--- config.mk ---
export PLATFORM = sky130hd
export DESIGN_NAME = time_of_day_text_parser_unit_flat
export DESIGN_NICKNAME = d
export VERILOG_FILES = /design/src/hw/rtl/todp_pkg.sv /design/src/hw/rtl/todp_stream_if.sv /design/src/hw/rtl/todp_scan.sv /design/src/hw/rtl/todp_judge.sv /design/src/hw/rtl/time_of_day_text_parser_unit.sv /design/src/flat_wrapper.sv
export VERILOG_INCLUDE_DIRS = /design/src /design/src/hw/rtl
export SDC_FILE = /design/constraint.sdc
export NUM_CORES = 1
export LEC_CHECK = 0
export BUFFER_PORTS_ARGS = -buffer_cell sky130_fd_sc_hd__buf_2
export CAP_MARGIN = 20
export CORE_UTILIZATION = 35
export CTS_CLUSTER_SIZE = 28
export DETAILED_ROUTE_END_ITERATION = 16
export PLACE_DENSITY = 0.57
export SETUP_SLACK_MARGIN = 0.02
export SLEW_MARGIN = 15
export SYNTH_ARGS = -nofsm -noshare
export SYNTH_HDL_FRONTEND = slang
export SYNTH_SLANG_ARGS = --single-unit
--- constraint.sdc ---
create_clock -name clk_i -period 3.7 [get_ports clk_i]
set_input_delay 0.185 -clock clk_i [delete_from_list [all_inputs] [get_ports clk_i]]
set_output_delay 0.185 -clock clk_i [all_outputs]
set_load 0.1 [all_outputs]
--- src/hw/rtl/time_of_day_text_parser_unit_macros.svh ---
// Assertion macros shared by the time-of-day parser RTL.
`ifndef TIME_OF_DAY_TEXT_PARSER_UNIT_MACROS_SVH
`define TIME_OF_DAY_TEXT_PARSER_UNIT_MACROS_SVH

// Same-cycle implication, sampled on clk_i and held off while rst_ni is low.
`define TODP_ASSERT_SAME(name, ante, cons, msg) \
  name: assert property (@(posedge clk_i) disable iff (!rst_ni) (ante) |-> (cons)) \
    else $error(msg);

// Next-cycle implication, sampled on clk_i and held off while rst_ni is low.
`define TODP_ASSERT_NEXT(name, ante, cons, msg) \
  name: assert property (@(posedge clk_i) disable iff (!rst_ni) (ante) |=> (cons)) \
    else $error(msg);

`endif

--- src/hw/rtl/todp_pkg.sv ---
// Types and constants shared by the time-of-day parser modules.
`timescale 1ns / 1ps
package todp_pkg;

  localparam int unsigned AccW  = 7;
  localparam int unsigned FracW = 20;

  localparam logic [AccW-1:0] HourMax   = 7'd23;
  localparam logic [AccW-1:0] MinSecMax = 7'd59;
  localparam int unsigned     MsDigitsMax = 3;

  localparam logic [7:0] CharTab   = 8'h09;
  localparam logic [7:0] CharCr    = 8'h0D;
  localparam logic [7:0] CharSpace = 8'h20;
  localparam logic [7:0] CharDot   = 8'h2E;
  localparam logic [7:0] CharZero  = 8'h30;
  localparam logic [7:0] CharNine  = 8'h39;
  localparam logic [7:0] CharColon = 8'h3A;

  typedef enum logic [2:0] {
    StOk         = 3'd0,
    StBadFormat  = 3'd1,
    StBadHour    = 3'd2,
    StBadMinute  = 3'd3,
    StBadSecond  = 3'd4,
    StEmpty      = 3'd5
  } status_e;

  typedef enum logic [1:0] {
    PhHour     = 2'd0,
    PhMinute   = 2'd1,
    PhSecond   = 2'd2,
    PhFraction = 2'd3
  } phase_e;

  typedef struct packed {
    logic [7:0] char_code;
    logic       char_valid;
    logic       end_of_string;
  } char_item_t;

  typedef struct packed {
    status_e          status;
    logic [4:0]       hour_value;
    logic [5:0]       minute_value;
    logic [5:0]       second_value;
    logic [FracW-1:0] fraction_value;
    logic             resolution_us;
  } result_t;

  // Parser state as it stands after the character in the input register.
  typedef struct packed {
    phase_e           phase;
    logic             cnt_zero;
    logic             frac_long;
    logic [AccW-1:0]  hour;
    logic [AccW-1:0]  minute;
    logic [AccW-1:0]  second;
    logic [FracW-1:0] fraction;
    logic             broken;
    logic             only_blank;
  } scan_t;

endpackage

--- src/hw/rtl/todp_stream_if.sv ---
// Valid/ready stream channel with a typed payload.
`timescale 1ns / 1ps
interface todp_stream_if #(
  parameter type payload_t = logic
) ();
  logic     valid;
  logic     ready;
  payload_t payload;

  modport source (output valid, output payload, input ready);
  modport sink   (input valid, input payload, output ready);
endinterface

--- src/hw/rtl/todp_scan.sv ---
// Per-character grammar tracking and field accumulators of the parser.
`timescale 1ns / 1ps
module todp_scan #(
  parameter int unsigned FRACTION_DIGITS = 6
) (
  input  logic                clk_i,
  input  logic                rst_ni,
  input  logic                step_i,
  input  todp_pkg::char_item_t item_i,
  output todp_pkg::scan_t     scan_o
);
  import todp_pkg::*;

  localparam int unsigned CntW = $clog2(FRACTION_DIGITS + 1);

  phase_e           phase_q, phase_d;
  logic [CntW-1:0]  cnt_q, cnt_d;
  logic [AccW-1:0]  hour_q, hour_d;
  logic [AccW-1:0]  minute_q, minute_d;
  logic [AccW-1:0]  second_q, second_d;
  logic [FracW-1:0] frac_q, frac_d;
  logic             broken_q, broken_d;
  logic             blank_only_q, blank_only_d;

  logic [7:0]      code;
  logic [3:0]      digit;
  logic            is_blank;
  logic            is_digit;
  logic [AccW-1:0] acc_sel;
  logic [AccW-1:0] acc_next;

  assign code     = item_i.char_code;
  assign digit    = code[3:0];
  assign is_blank = (code == CharSpace) || ((code >= CharTab) && (code <= CharCr));
  assign is_digit = (code >= CharZero) && (code <= CharNine);

  always_comb begin
    unique case (phase_q)
      PhHour:   acc_sel = hour_q;
      PhMinute: acc_sel = minute_q;
      default:  acc_sel = second_q;
    endcase
  end

  // Times ten as shift-and-add; a field holds at most one digit here.
  assign acc_next = {acc_sel[AccW-4:0], 3'b000} + {acc_sel[AccW-2:0], 1'b0}
                  + {{(AccW-4){1'b0}}, digit};

  always_comb begin
    phase_d      = phase_q;
    cnt_d        = cnt_q;
    hour_d       = hour_q;
    minute_d     = minute_q;
    second_d     = second_q;
    frac_d       = frac_q;
    broken_d     = broken_q;
    blank_only_d = blank_only_q;
    if (item_i.char_valid) begin
      if (is_blank) begin
        broken_d = 1'b1;
      end else begin
        blank_only_d = 1'b0;
        if (!broken_q) begin
          priority if (is_digit) begin
            if (phase_q == PhFraction) begin
              if (cnt_q >= CntW'(FRACTION_DIGITS)) begin
                broken_d = 1'b1;
              end else begin
                frac_d = {frac_q[FracW-4:0], 3'b000} + {frac_q[FracW-2:0], 1'b0}
                       + {{(FracW-4){1'b0}}, digit};
                cnt_d  = cnt_q + CntW'(1);
              end
            end else if (cnt_q >= CntW'(2)) begin
              broken_d = 1'b1;
            end else begin
              unique case (phase_q)
                PhHour:   hour_d   = acc_next;
                PhMinute: minute_d = acc_next;
                default:  second_d = acc_next;
              endcase
              cnt_d = cnt_q + CntW'(1);
            end
          end else if (code == CharColon) begin
            if ((phase_q == PhFraction) || (cnt_q == '0)) begin
              broken_d = 1'b1;
            end else begin
              unique case (phase_q)
                PhHour:   phase_d = PhMinute;
                PhMinute: phase_d = PhSecond;
                default:  phase_d = PhFraction;
              endcase
              cnt_d = '0;
            end
          end else if (code == CharDot) begin
            if ((phase_q != PhSecond) || (cnt_q == '0)) begin
              broken_d = 1'b1;
            end else begin
              phase_d = PhFraction;
              cnt_d   = '0;
            end
          end else begin
            broken_d = 1'b1;
          end
        end
      end
    end
  end

  always_comb begin
    scan_o.phase      = phase_d;
    scan_o.cnt_zero   = (cnt_d == '0);
    scan_o.frac_long  = (cnt_d > CntW'(MsDigitsMax));
    scan_o.hour       = hour_d;
    scan_o.minute     = minute_d;
    scan_o.second     = second_d;
    scan_o.fraction   = frac_d;
    scan_o.broken     = broken_d;
    scan_o.only_blank = blank_only_d;
  end

  // The end-of-string transfer returns every accumulator to its idle value.
  always_ff @(posedge clk_i or negedge rst_ni) begin
    if (!rst_ni) begin
      phase_q      <= PhHour;
      cnt_q        <= '0;
      hour_q       <= '0;
      minute_q     <= '0;
      second_q     <= '0;
      frac_q       <= '0;
      broken_q     <= 1'b0;
      blank_only_q <= 1'b1;
    end else if (step_i) begin
      if (item_i.end_of_string) begin
        phase_q      <= PhHour;
        cnt_q        <= '0;
        hour_q       <= '0;
        minute_q     <= '0;
        second_q     <= '0;
        frac_q       <= '0;
        broken_q     <= 1'b0;
        blank_only_q <= 1'b1;
      end else begin
        phase_q      <= phase_d;
        cnt_q        <= cnt_d;
        hour_q       <= hour_d;
        minute_q     <= minute_d;
        second_q     <= second_d;
        frac_q       <= frac_d;
        broken_q     <= broken_d;
        blank_only_q <= blank_only_d;
      end
    end
  end

  `include "time_of_day_text_parser_unit_macros.svh"

  `TODP_ASSERT_SAME(a_cnt_in_range, 1'b1, cnt_q <= CntW'(FRACTION_DIGITS), "digit count overflow")
  `TODP_ASSERT_SAME(a_hms_two_digits, phase_q != PhFraction, cnt_q <= CntW'(2), "H/M/S count above two")
  `TODP_ASSERT_NEXT(a_clear_on_end, step_i && item_i.end_of_string, (cnt_q == '0) && blank_only_q && !broken_q, "state not cleared after end of string")

endmodule

--- src/hw/rtl/todp_judge.sv ---
// Range checks, status encoding and the result register of the parser.
`timescale 1ns / 1ps
module todp_judge (
  input  logic                 clk_i,
  input  logic                 rst_ni,
  input  logic                 load_i,
  input  todp_pkg::scan_t      scan_i,
  output logic                 free_o,
  todp_stream_if.source        out_o
);
  import todp_pkg::*;

  status_e status;
  result_t res_d, res_q;
  logic    valid_q;

  always_comb begin
    priority if (scan_i.only_blank) begin
      status = StEmpty;
    end else if (scan_i.broken || (scan_i.phase != PhFraction) || scan_i.cnt_zero) begin
      status = StBadFormat;
    end else if (scan_i.hour > HourMax) begin
      status = StBadHour;
    end else if (scan_i.minute > MinSecMax) begin
      status = StBadMinute;
    end else if (scan_i.second > MinSecMax) begin
      status = StBadSecond;
    end else begin
      status = StOk;
    end
  end

  always_comb begin
    res_d        = '0;
    res_d.status = status;
    if (status == StOk) begin
      res_d.hour_value     = scan_i.hour[4:0];
      res_d.minute_value   = scan_i.minute[5:0];
      res_d.second_value   = scan_i.second[5:0];
      res_d.fraction_value = scan_i.fraction;
      res_d.resolution_us  = scan_i.frac_long;
    end
  end

  assign free_o      = !valid_q || out_o.ready;
  assign out_o.valid = valid_q;
  assign out_o.payload = res_q;

  always_ff @(posedge clk_i or negedge rst_ni) begin
    if (!rst_ni) begin
      valid_q <= 1'b0;
    end else if (load_i) begin
      valid_q <= 1'b1;
    end else if (out_o.ready) begin
      valid_q <= 1'b0;
    end
  end

  always_ff @(posedge clk_i) begin
    if (load_i) begin
      res_q <= res_d;
    end
  end

endmodule

--- src/hw/rtl/time_of_day_text_parser_unit.sv ---
// Top level of the streaming time-of-day text parser.
// A result is registered when its end-of-string item leaves the input register,
// which that item does not do while the result register still waits on the receiver.
// Throughput: one character per cycle while no end-of-string item is held back;
// the times-ten update of the field accumulators lies between the input and result registers.
// Reset clears the input stage, the result valid and all parser state at once.
`timescale 1ns / 1ps
module time_of_day_text_parser_unit #(
  parameter int unsigned FRACTION_DIGITS = 6
) (
  input  logic           clk_i,
  input  logic           rst_ni,
  todp_stream_if.sink    in_i,
  todp_stream_if.source  out_o
);
  import todp_pkg::*;

  char_item_t s1_q;
  logic       s1_valid_q;
  logic       step;
  logic       load;
  logic       out_free;
  scan_t      scan;

  // A character without end mark never needs the result register.
  assign step     = s1_valid_q && (!s1_q.end_of_string || out_free);
  assign load     = step && s1_q.end_of_string;
  assign in_i.ready = !s1_valid_q || step;

  always_ff @(posedge clk_i or negedge rst_ni) begin
    if (!rst_ni) begin
      s1_valid_q <= 1'b0;
    end else if (in_i.valid && in_i.ready) begin
      s1_valid_q <= 1'b1;
    end else if (step) begin
      s1_valid_q <= 1'b0;
    end
  end

  always_ff @(posedge clk_i) begin
    if (in_i.valid && in_i.ready) begin
      s1_q <= in_i.payload;
    end
  end

  todp_scan #(
    .FRACTION_DIGITS(FRACTION_DIGITS)
  ) u_scan (
    .clk_i  (clk_i),
    .rst_ni (rst_ni),
    .step_i (step),
    .item_i (s1_q),
    .scan_o (scan)
  );

  todp_judge u_judge (
    .clk_i  (clk_i),
    .rst_ni (rst_ni),
    .load_i (load),
    .scan_i (scan),
    .free_o (out_free),
    .out_o  (out_o)
  );

  `include "time_of_day_text_parser_unit_macros.svh"

  `TODP_ASSERT_NEXT(a_end_gives_result, load, out_o.valid, "end of string gave no result")
  `TODP_ASSERT_NEXT(a_blocked_end_holds, s1_valid_q && s1_q.end_of_string && out_o.valid && !out_o.ready, s1_valid_q && s1_q.end_of_string, "blocked end item was dropped")
  `TODP_ASSERT_SAME(a_refill_needs_step, in_i.valid && in_i.ready && s1_valid_q, step, "input stage overwritten")

endmodule

--- src/flat_wrapper.sv ---
// flat-port wrapper written by rule: the top's interface ports become plain ports
module time_of_day_text_parser_unit_flat import todp_pkg::*;
#(
  parameter int unsigned FRACTION_DIGITS = 6
)
  (clk_i, rst_ni, in_i_valid, in_i_payload, in_i_ready, out_o_valid, out_o_payload, out_o_ready);
  todp_stream_if #(.payload_t(char_item_t)) in_i_i ();
  todp_stream_if #(.payload_t(result_t)) out_o_i ();
  input  logic clk_i;
  input  logic rst_ni;
  input wire logic [$bits(in_i_i.valid)-1:0] in_i_valid;
  input wire logic [$bits(in_i_i.payload)-1:0] in_i_payload;
  output wire logic [$bits(in_i_i.ready)-1:0] in_i_ready;
  output wire logic [$bits(out_o_i.valid)-1:0] out_o_valid;
  output wire logic [$bits(out_o_i.payload)-1:0] out_o_payload;
  input wire logic [$bits(out_o_i.ready)-1:0] out_o_ready;
  assign in_i_i.valid = in_i_valid;
  assign in_i_i.payload = in_i_payload;
  assign in_i_ready = in_i_i.ready;
  assign out_o_valid = out_o_i.valid;
  assign out_o_payload = out_o_i.payload;
  assign out_o_i.ready = out_o_ready;
  time_of_day_text_parser_unit #(.FRACTION_DIGITS(FRACTION_DIGITS)) u_core (.clk_i(clk_i), .rst_ni(rst_ni), .in_i(in_i_i), .out_o(out_o_i));
endmodule
==> run_results.csv, run 1 <==
group,metric,value,unit
run_status,status,"complete, no violations",
global_route,grt_max_degree,39,
worst_setup_path,startpoint_type,"register",
logic_synthesis,ys_async_sr_fraction,49.5,%
clocking,cts_sinks,101,
clocking,clockRootBuffer,"clkbuf_16",
power_and_ir_drop,switching_share,26.4,%
clocking,clk_latency,360,ps
clocking,htree_num_levels,3,
global_route,grtUsageTotal,17.9,%
logic_synthesis,yosysTopAreaCell,"edfxtp_1",
route,avgRoutedWirePerCell,16.8,um
finish,drive_gt1_share,19.0,%
logic_synthesis,synth_edf_count,51,
logic_synthesis,synthFlopType,"edfxtp_1",
sta,setup_viol,0,
placed_design,io_buffers,56,
logic_synthesis,synth.most_common_cell,"nand2_1",
power_and_ir_drop,p_int,1.82,mW
global_route,grt_overflow,0,
global_route,grt_pass1_wl,24800,um
logic_synthesis,yosysSeqAreaShare,45.6,%
logic_synthesis,ys_top_cells_by_count,"nand2_1 (118), edfxtp_1 (51), dfrtp_1 (49), ha_1 (45), o21ai_0 (41)",
logic_synthesis,synth_nets,671,
sta,fin_skew,5.90,ps
power_and_ir_drop,clockPowerShare,38.9,%
power_and_ir_drop,leakagePower,2.96,nW
logic_synthesis,synth_compound_area_share,18.1,%
placed_design,place_ws,110,ps
sta,worstMarginPinSlew,806,ps
route,firstDrtPassIters,4,
route,drt-total-wl,15300,um
floorplan,core_area,0.0168,mm2
logic_synthesis,synthSimpleGateAreaFrac,17.7,%
clocking,cts.reportedPaths.clkPinSlew,70,ps
global_route,antenna_found_initial,0,
sta,layout_min_cycle_time,3480,ps
logic_synthesis,synth_area,0.00611,mm2
sta,whs,12.1,ps
worst_setup_path,crit_slowest_cell,"dfrtp_1",
worst_setup_path,cp_data_required_time,3870,ps
logic_synthesis,synth-seq-cells,101,
sta,setup_ws,219,ps
sta,rsz0062_at_grt,"false",
job,maxCapViolCount,0,
sta,final_max_slew_viol_count,0,
route,viasPerCell,5.34,
clocking,numCtsBuffers,9,
route,ant_nets,0,
sta,fin_tns_setup,0,ps
power_and_ir_drop,power.switching,652,uW
logic_synthesis,muxShareOfSynthArea,1.15,%
sta,max_freq,287,MHz
global_route,grt_pass1_vias,4896,
power_and_ir_drop,p_per_area,346,mW/mm2
finish,final_util,42.5,%
power_and_ir_drop,finalPower,2.47,mW
floorplan,fp.dieW,134,um
worst_setup_path,crit_path_cell_trace,"buf_4 > mux2i_1 > o21ai_1 > ha_1 > ha_1 > inv_1 > fa_2 > inv_1 > a21o_1 > a21oi_1 > xnor3_2 > nand3_1 > a21oi_2 > nand4_4 > buf_4 > a211oi_1",
placed_design,place.gp.congestion,0.930,
logic_synthesis,synth_area_leaders,"edfxtp_1 (25%), dfrtp_1 (20%), ha_1 (9.2%)",
finish,num-fill-cells,1699,
clocking,clockBufferDepth,2,
worst_setup_path,path_class,"register to register",
logic_synthesis,netlist-cell-type-count,69,
placed_design,dp_hpwl,11200,um
sta,hold_viol_final,0,
logic_synthesis,synth_xor_area_share,3.52,%
power_and_ir_drop,combPwrFrac,11.1,%
route,vias,4858,
worst_setup_path,cp_max_fo,5,
logic_synthesis,synth_top_family_by_area,"compound AO/OA/AOI/OAI gates",
logic_synthesis,synth_fa_ha_area_share,10.5,%
floorplan,ioPinCount,57,
floorplan,fp.dieH,134,um
worst_setup_path,end_kind,"register",
floorplan,die-area,0.0180,mm2
power_and_ir_drop,ir_drop,0.000223,V
worst_setup_path,worst_path_largest_cell_delay,430,ps
finish,n_antenna_cell,0,
sta,fin_crit_sh,94.1,%
logic_synthesis,synthCells,608,
clocking,cts_tree,"done",
route,drt_iter0_markers,362,
worst_hold_path,min_path_type,"input port to register",
floorplan,row_count,47,
logic_synthesis,yosysTopAreaCellShare,25.1,%
route,drc,0,
finish,design.final.nets,748,
logic_synthesis,avgSynthCellArea,10.0,um2
worst_setup_path,critPathBufInv,4,
logic_synthesis,yosysWarnings,0,
sta,relSlewSlack,46.1,%
power_and_ir_drop,seqPwrFrac,50.0,%
worst_setup_path,crit_family,"compound AO/OA/AOI/OAI gates",
finish,syn_to_final_growth,16.9,%
floorplan,start_util,36.3,%
worst_setup_path,worstPathArrival,3650,ps
-- cell families after synthesis --
logic type / count (synthesis)
muxes: 7
AOI/OAI and AO/OA: 165
and+or+nand+nor: 220
DFF: 101
buffers and inverters: 43
xor gates and xnor gates: 23
adders and majority gates: 49
-- state kept, by name, indices dropped and copies added (netlist names) --
signal                        flops
u_core.u_judge.out_o.payload     41
u_core.u_scan.frac_q             20
u_core.s1_q                      10
u_core.u_scan.hour_q              7
u_core.u_scan.minute_q            7
u_core.u_scan.second_q            7
u_core.u_scan.cnt_q               3
u_core.u_scan.phase_q             2
u_core.s1_valid_q                 1
u_core.u_judge.out_o.valid        1
u_core.u_scan.blank_only_q        1
u_core.u_scan.broken_q            1
-- metrics by stage --
| stage | instance area [um2] | instances |
|---|---|---|
| after floorplan | 6110 | 608 |
| after global placement | 6680 | 879 |
| after detailed placement | 6680 | 879 |
| after CTS | 7070 | 905 |
| after global routing | 7140 | 910 |
| final | 7140 | 910 |
-- worst paths after layout --
path / depth (start not counted) / endpoint / slack (ps) / startpoint
setup / recovery: 16 / u_core.u_judge.out_o.payload[4] / 220 / u_core.u_scan.phase_q[0]
hold / removal: 1 / u_core.s1_q[4] / 10 / in_i_payload[4]
setup reg to reg: 16 / u_core.u_judge.out_o.payload[4] / 220 / u_core.u_scan.phase_q[0]
hold reg to reg: 2 / u_core.u_scan.blank_only_q / 490 / u_core.u_scan.blank_only_q
max in group asynchronous: 3 / u_core.u_scan.phase_q[1] / 2600 / rst_ni
min in group asynchronous: 2 / u_core.u_scan.second_q[0] / 250 / rst_ni
-- cell usage in the layout, fill, tap and decap left out, types with 3 or more instances in the layout --
cell and n:
a31oi_1 9, nor2_1 29, nand3b_1 3, clkbuf_16 10
xnor2_1 15, nor4_1 3, a21oi_2 21, clkbuf_1 3
dlygate4sd3_1 10, ha_1 45, nor2b_1 6, mux2i_1 7
o31ai_1 6, dfrtp_1 48, xor2_1 7, o21ai_0 38
or3_1 4, a21o_1 5, buf_4 21, o21ai_1 6
nand3_1 12, nor3_1 7, inv_1 19, a21oi_1 35
nand2b_1 3, a22o_1 19, a32o_1 3, buf_2 56
edfxtp_1 51, and4_1 3, fa_1 3, and2_1 5
nand2_1 118, and3_1 5
-- final cells by class --
cell class / count / area [um2] / share of cell area, %
timing repair buffer: 89 / 583 / 8.16
sequential: 101 / 2790 / 39.0
clock inverter: 3 / 45.0 / 0.630
clock buffer: 13 / 250 / 3.50
tap: 220 / 275 / 3.85
inverter: 20 / 75.1 / 1.05
multi-input combinational: 464 / 3130 / 43.8
-- metal layers --
| layer | up-vias | global-route usage, % | part of all wire (%) |
|---|---|---|---|
| met5 | - | 0 | 0 |
| met4 | 0 | 7.74 | 2.6 |
| met3 | 30 | 3.40 | 5.3 |
| met2 | 138 | 28.0 | 45 |
| met1 | 2317 | 24.1 | 47 |
| li1 | 2373 | - | - |
-- power by group through the flow --
stage,registers (mW),clock network (mW),logic (mW)
global placement,1.26,0,0.258
CTS,1.24,0.987,0.270
floorplan,1.35,0,0.0926
detailed placement,1.26,0,0.261
finish,1.24,0.961,0.274
global route,1.24,1.03,0.293
-- timing repair --
action,in CTS,in global routing
hold buffers,10,0
gates resized for setup,0,8
setup endpoints to repair,0,39
setup buffers,0,4
endpoints found under the hold margin,21,0
(Power assumes the default switching activity.)
==> inputs of run 2 (changes only) <==
--- a/config.mk
+++ b/config.mk
@@ -8,6 +8,7 @@
 export LEC_CHECK = 0
 export BUFFER_PORTS_ARGS = -buffer_cell sky130_fd_sc_hd__buf_2
 export CAP_MARGIN = 20
+export CORE_ASPECT_RATIO = 0.75
 export CORE_UTILIZATION = 35
 export CTS_CLUSTER_SIZE = 28
 export DETAILED_ROUTE_END_ITERATION = 16
==> run_results.csv, run 2 (same netlist as run 1, synthesis figures left out) <==
group,metric,value,unit
sta,layout_min_cycle_time,3480,ps
worst_setup_path,crit_family,"adder cells",
worst_setup_path,cp_max_fo,21,
floorplan,die-area,0.0180,mm2
power_and_ir_drop,p_int,1.76,mW
finish,design.final.nets,752,
route,firstDrtPassIters,5,
floorplan,start_util,36.1,%
sta,setup_viol,0,
sta,worstMarginPinSlew,884,ps
placed_design,place.gp.congestion,0.963,
worst_setup_path,crit_path_cell_trace,"mux2i_1 > o21ai_1 > fa_1 > inv_1 > fa_1 > inv_1 > a21o_1 > a21oi_1 > xnor3_1 > a31oi_1 > a21oi_2 > nand4_4 > buf_12 > a311oi_2",
global_route,grt_max_degree,32,
floorplan,ioPinCount,57,
job,maxCapViolCount,0,
run_status,status,"complete, no violations",
worst_setup_path,startpoint_type,"register",
floorplan,fp.dieW,155,um
finish,n_antenna_cell,0,
global_route,antenna_found_initial,0,
power_and_ir_drop,leakagePower,2.96,nW
sta,final_max_slew_viol_count,0,
global_route,grt_overflow,0,
worst_setup_path,crit_slowest_cell,"fa_1",
clocking,numCtsBuffers,9,
floorplan,row_count,41,
route,drt_iter0_markers,454,
route,avgRoutedWirePerCell,17.4,um
route,drc,0,
worst_setup_path,worst_path_largest_cell_delay,550,ps
worst_setup_path,cp_data_required_time,3890,ps
floorplan,fp.dieH,116,um
route,viasPerCell,5.46,
global_route,grtUsageTotal,18.8,%
placed_design,io_buffers,56,
sta,fin_skew,6.98,ps
finish,syn_to_final_growth,17.3,%
finish,final_util,42.3,%
sta,fin_tns_setup,0,ps
clocking,clk_latency,360,ps
route,vias,4959,
route,drt-total-wl,15800,um
worst_setup_path,path_class,"register to register",
sta,fin_crit_sh,94.0,%
global_route,grt_pass1_wl,25800,um
clocking,cts_sinks,101,
worst_setup_path,end_kind,"register",
clocking,htree_num_levels,3,
clocking,clockBufferDepth,2,
clocking,cts_tree,"done",
sta,relSlewSlack,40.4,%
route,ant_nets,0,
worst_hold_path,min_path_type,"input port to register",
clocking,clockRootBuffer,"clkbuf_16",
finish,layout_commonest_cell,"nand2_1",
power_and_ir_drop,power.switching,680,uW
power_and_ir_drop,switching_share,27.9,%
finish,drive_gt1_share,19.6,%
clocking,cts.reportedPaths.clkPinSlew,70,ps
worst_setup_path,worstPathArrival,3670,ps
worst_setup_path,critPathBufInv,3,
power_and_ir_drop,seqPwrFrac,50.7,%
finish,final_cell_mix,"nand2_1 (118), buf_2 (56), edfxtp_1 (51)",
sta,max_freq,287,MHz
power_and_ir_drop,p_per_area,340,mW/mm2
sta,rsz0062_at_grt,"false",
finish,largest_register_ffs,41,
power_and_ir_drop,clockPowerShare,37.9,%
floorplan,core_area,0.0169,mm2
power_and_ir_drop,combPwrFrac,11.4,%
placed_design,dp_hpwl,11800,um
power_and_ir_drop,ir_drop,0.000198,V
sta,hold_viol_final,0,
global_route,grt_pass1_vias,4815,
run 2: final timing paths:
path / cells after the start / slack [ps] / to / from
setup reg to reg: 14 / 220 / u_core.u_judge.out_o.payload[19] / u_core.u_scan.phase_q[0]
hold reg to reg: 2 / 490 / u_core.u_scan.blank_only_q / u_core.u_scan.blank_only_q
setup / recovery: 14 / 220 / u_core.u_judge.out_o.payload[19] / u_core.u_scan.phase_q[0]
min in group asynchronous: 2 / 340 / u_core.u_scan.frac_q[10] / rst_ni
max in group asynchronous: 3 / 2520 / u_core.u_scan.phase_q[0] / rst_ni
hold / removal: 2 / 20 / u_core.s1_valid_q / in_i_valid
run 2: repair_timing:
| item | 4_1_cts | 5_1_grt |
|---|---|---|
| buffers inserted | 0 | 2 |
| setup endpoints to repair | 0 | 39 |
| gates resized for setup | 0 | 9 |
| endpoints found under the hold margin | 29 | 0 |
| hold buffers | 11 | 0 |
run 2: per-layer routing:
layer / vias up / wire, um / track usage [%]
li1: 2379 / - / -
met1: 2402 / 7800 / 26.6
met2: 162 / 6820 / 28.7
met3: 16 / 1010 / 4.56
met4: 0 / 199 / 5.15
met5: - / 0 / 0
run 2: cell type report:
type	count	area, um2
well taps	215	269
clock inverters	4	32.5
repair buffers	93	611
clock buffers	12	246
flip-flops and latches	101	2790
multi-input cells	464	3150
fillers	1638	9760
inverters	20	75.1
run 2: power groups by stage:
stage	Combinational, mW	Sequential [mW]	Clock (mW)
after floorplan	0.0926	1.35	0
final	0.277	1.24	0.923
after CTS	0.274	1.24	0.946
after global routing	0.296	1.24	0.996
after detailed placement	0.265	1.26	0
after global placement	0.262	1.26	0
run 2: stage by stage:
stage	setup slack, ps	hold slack [ps]	cell area [um2]	cells	power [mW]
finish	221	23.7	7160	909	2.44
global route	34.5	25.3	7160	909	2.53
CTS	28.1	11.1	7120	907	2.46
detailed placement	51.4	208	6730	880	1.53
global placement	198	200	6730	880	1.52
floorplan	140	-111	6110	608	1.44
==> inputs of run 3 (changes only) <==
--- a/config.mk
+++ b/config.mk
@@ -13,6 +13,7 @@
 export CTS_CLUSTER_SIZE = 28
 export DETAILED_ROUTE_END_ITERATION = 16
 export PLACE_DENSITY = 0.57
+export REMOVE_ABC_BUFFERS = 1
 export SETUP_SLACK_MARGIN = 0.02
 export SLEW_MARGIN = 15
 export SYNTH_ARGS = -nofsm -noshare
==> run_results.csv, run 3 (same netlist as run 1, synthesis figures left out) <==
group,metric,value,unit
placed_design,place.gp.congestion,0.890,
clocking,cts_sinks,101,
global_route,met2_usage,27.8,%
global_route,grt_pass1_wl,25300,um
sta,setup_ws,218,ps
sta,fin_skew,8.16,ps
clocking,numCtsBuffers,9,
worst_setup_path,path_class,"register to register",
placed_design,dpl.cell_count,877,
floorplan,row_count,41,
global_route,grt_use_met1,26.7,%
global_route,grt_overflow,0,
worst_setup_path,reg2reg_from,"u_core.u_scan.phase_q[0]",
floorplan,start_util,36.1,%
route,drt-total-wl,15700,um
worst_setup_path,r2r_setup_slack,220,ps
clocking,clk_latency,360,ps
route,firstDrtPassIters,6,
worst_setup_path,cp_max_fo,22,
worst_setup_path,r2r-end,"u_core.u_judge.out_o.payload[35]",
worst_hold_path,min_path_type,"input port to register",
finish,largest_register_ffs,41,
clocking,cts.reportedPaths.clkPinSlew,70,ps
worst_setup_path,crit_start,"u_core.u_scan.phase_q[0]",
worst_setup_path,end_kind,"register",
sta,worstMarginPinSlew,801,ps
worst_setup_path,endpoint,"u_core.u_judge.out_o.payload[35]",
global_route,antenna_found_initial,0,
route,drt_iter0_markers,390,
finish,n_antenna_cell,0,
power_and_ir_drop,finalPower,2.43,mW
sta,max_freq,287,MHz
floorplan,die-area,0.0180,mm2
global_route,grt_pass1_vias,4794,
run_status,status,"complete, no violations",
global_route,grt_max_degree,51,
sta,fin_crit_sh,94.1,%
floorplan,fp.dieW,155,um
finish,layout.cells.non_filler,908,
finish,final_cell_mix,"nand2_1 (118), buf_2 (56), edfxtp_1 (51)",
job,maxCapViolCount,0,
sta,layout_min_cycle_time,3480,ps
route,vias,4965,
global_route,grt.met3_usage,4.12,%
floorplan,ioPinCount,57,
sta,final_max_slew_viol_count,0,
worst_setup_path,reg2reg_depth,15,
sta,relSlewSlack,46.0,%
sta,setup_viol,0,
floorplan,fp.dieH,116,um
route,viasPerCell,5.47,
sta,rsz0062_at_grt,"false",
clocking,clockBufferDepth,2,
placed_design,io_buffers,56,
placed_design,dp_hpwl,11500,um
route,drc,0,
placed_design,place_ws,49.6,ps
global_route,busiest_layer,"met2",
floorplan,core_area,0.0169,mm2
finish,drive_gt1_share,19.6,%
power_and_ir_drop,p_per_area,340,mW/mm2
worst_setup_path,worstPathArrival,3590,ps
finish,syn_to_final_growth,16.7,%
finish,design.final.nets,751,
sta,hold_viol_final,0,
clocking,htree_num_levels,3,
power_and_ir_drop,ir_drop,0.000207,V
finish,layout_commonest_cell,"nand2_1",
worst_setup_path,cp_data_required_time,3800,ps
route,avgRoutedWirePerCell,17.3,um
clocking,clockRootBuffer,"clkbuf_16",
worst_setup_path,startpoint_type,"register",
route,ant_nets,0,
power_and_ir_drop,leakagePower,2.96,nW
clocking,cts_tree,"done",
global_route,grtUsageTotal,18.4,%
==> run 3: worst min-delay path by stage <==
| stage | depth (start not counted) | from | slack [ps] | endpoint |
|---|---|---|---|---|
| floorplan | 0 | rst_ni | -110 | u_core.s1_valid_q |
| global placement | 2 | rst_ni | 360 | u_core.u_scan.frac_q[7] |
| detailed placement | 1 | in_i_payload[4] | 360 | u_core.s1_q[4] |
| CTS | 1 | in_i_payload[3] | 0.4 | u_core.s1_q[3] |
| global route | 2 | in_i_valid | 40 | u_core.s1_valid_q |
| finish | 2 | in_i_valid | 30 | u_core.s1_valid_q |
==> run 3: critical path, stage by stage (launching register included) <==
cell and delay (ps):
dfrtp_2 450, mux2i_1 140, o21ai_0 300, ha_1 310, ha_1 220, inv_1 70
fa_1 190, inv_1 50, a21o_1 170, a21oi_1 160, xnor3_2 330, a31oi_1 260
a21oi_2 80, nand4_2 150, buf_6 260, a21oi_1 80
==> run 3: cell type report <==
| class | instances | area (um2) |
|---|---|---|
| inverter | 20 | 75.1 |
| timing repair buffer | 92 | 594 |
| clock buffer | 10 | 229 |
| multi-input combinational | 464 | 3130 |
| sequential | 101 | 2790 |
| clock inverter | 6 | 47.5 |
| fill | 1658 | 9800 |
| tap | 215 | 269 |
==> run 3: layer usage <==
layer  up-vias  wire [um]
li1       2376          -
met1      2430       7970
met2       143       6830
met3        16        806
met4         0        136
met5         -          0
==> run 3: repair_timing <==
item | 4_1_cts | 5_1_grt
hold buffers | 9 | 2
gates resized for setup | 0 | 7
setup buffers | 0 | 4
hold endpoints to repair | 57 | 2
endpoints found under the setup margin | 0 | 28
==> run 3: report_power, final <==
part           switching [mW]  internal [mW]
sequential             0.0217           1.21
combinational           0.217         0.0648
clock                   0.449          0.464
total                   0.687           1.74
==> run 3: metrics by stage <==
step                hold slack [ps]  instance area, um2  TNS (ps)  utilization, %
floorplan                      -111                5970    -18380               -
global placement                358                6690         0            39.5
detailed placement              363                6690         0            39.5
CTS                           0.428                7060         0            41.7
global route                   38.9                7130         0            42.1
finish                         29.1                7130         0            42.1
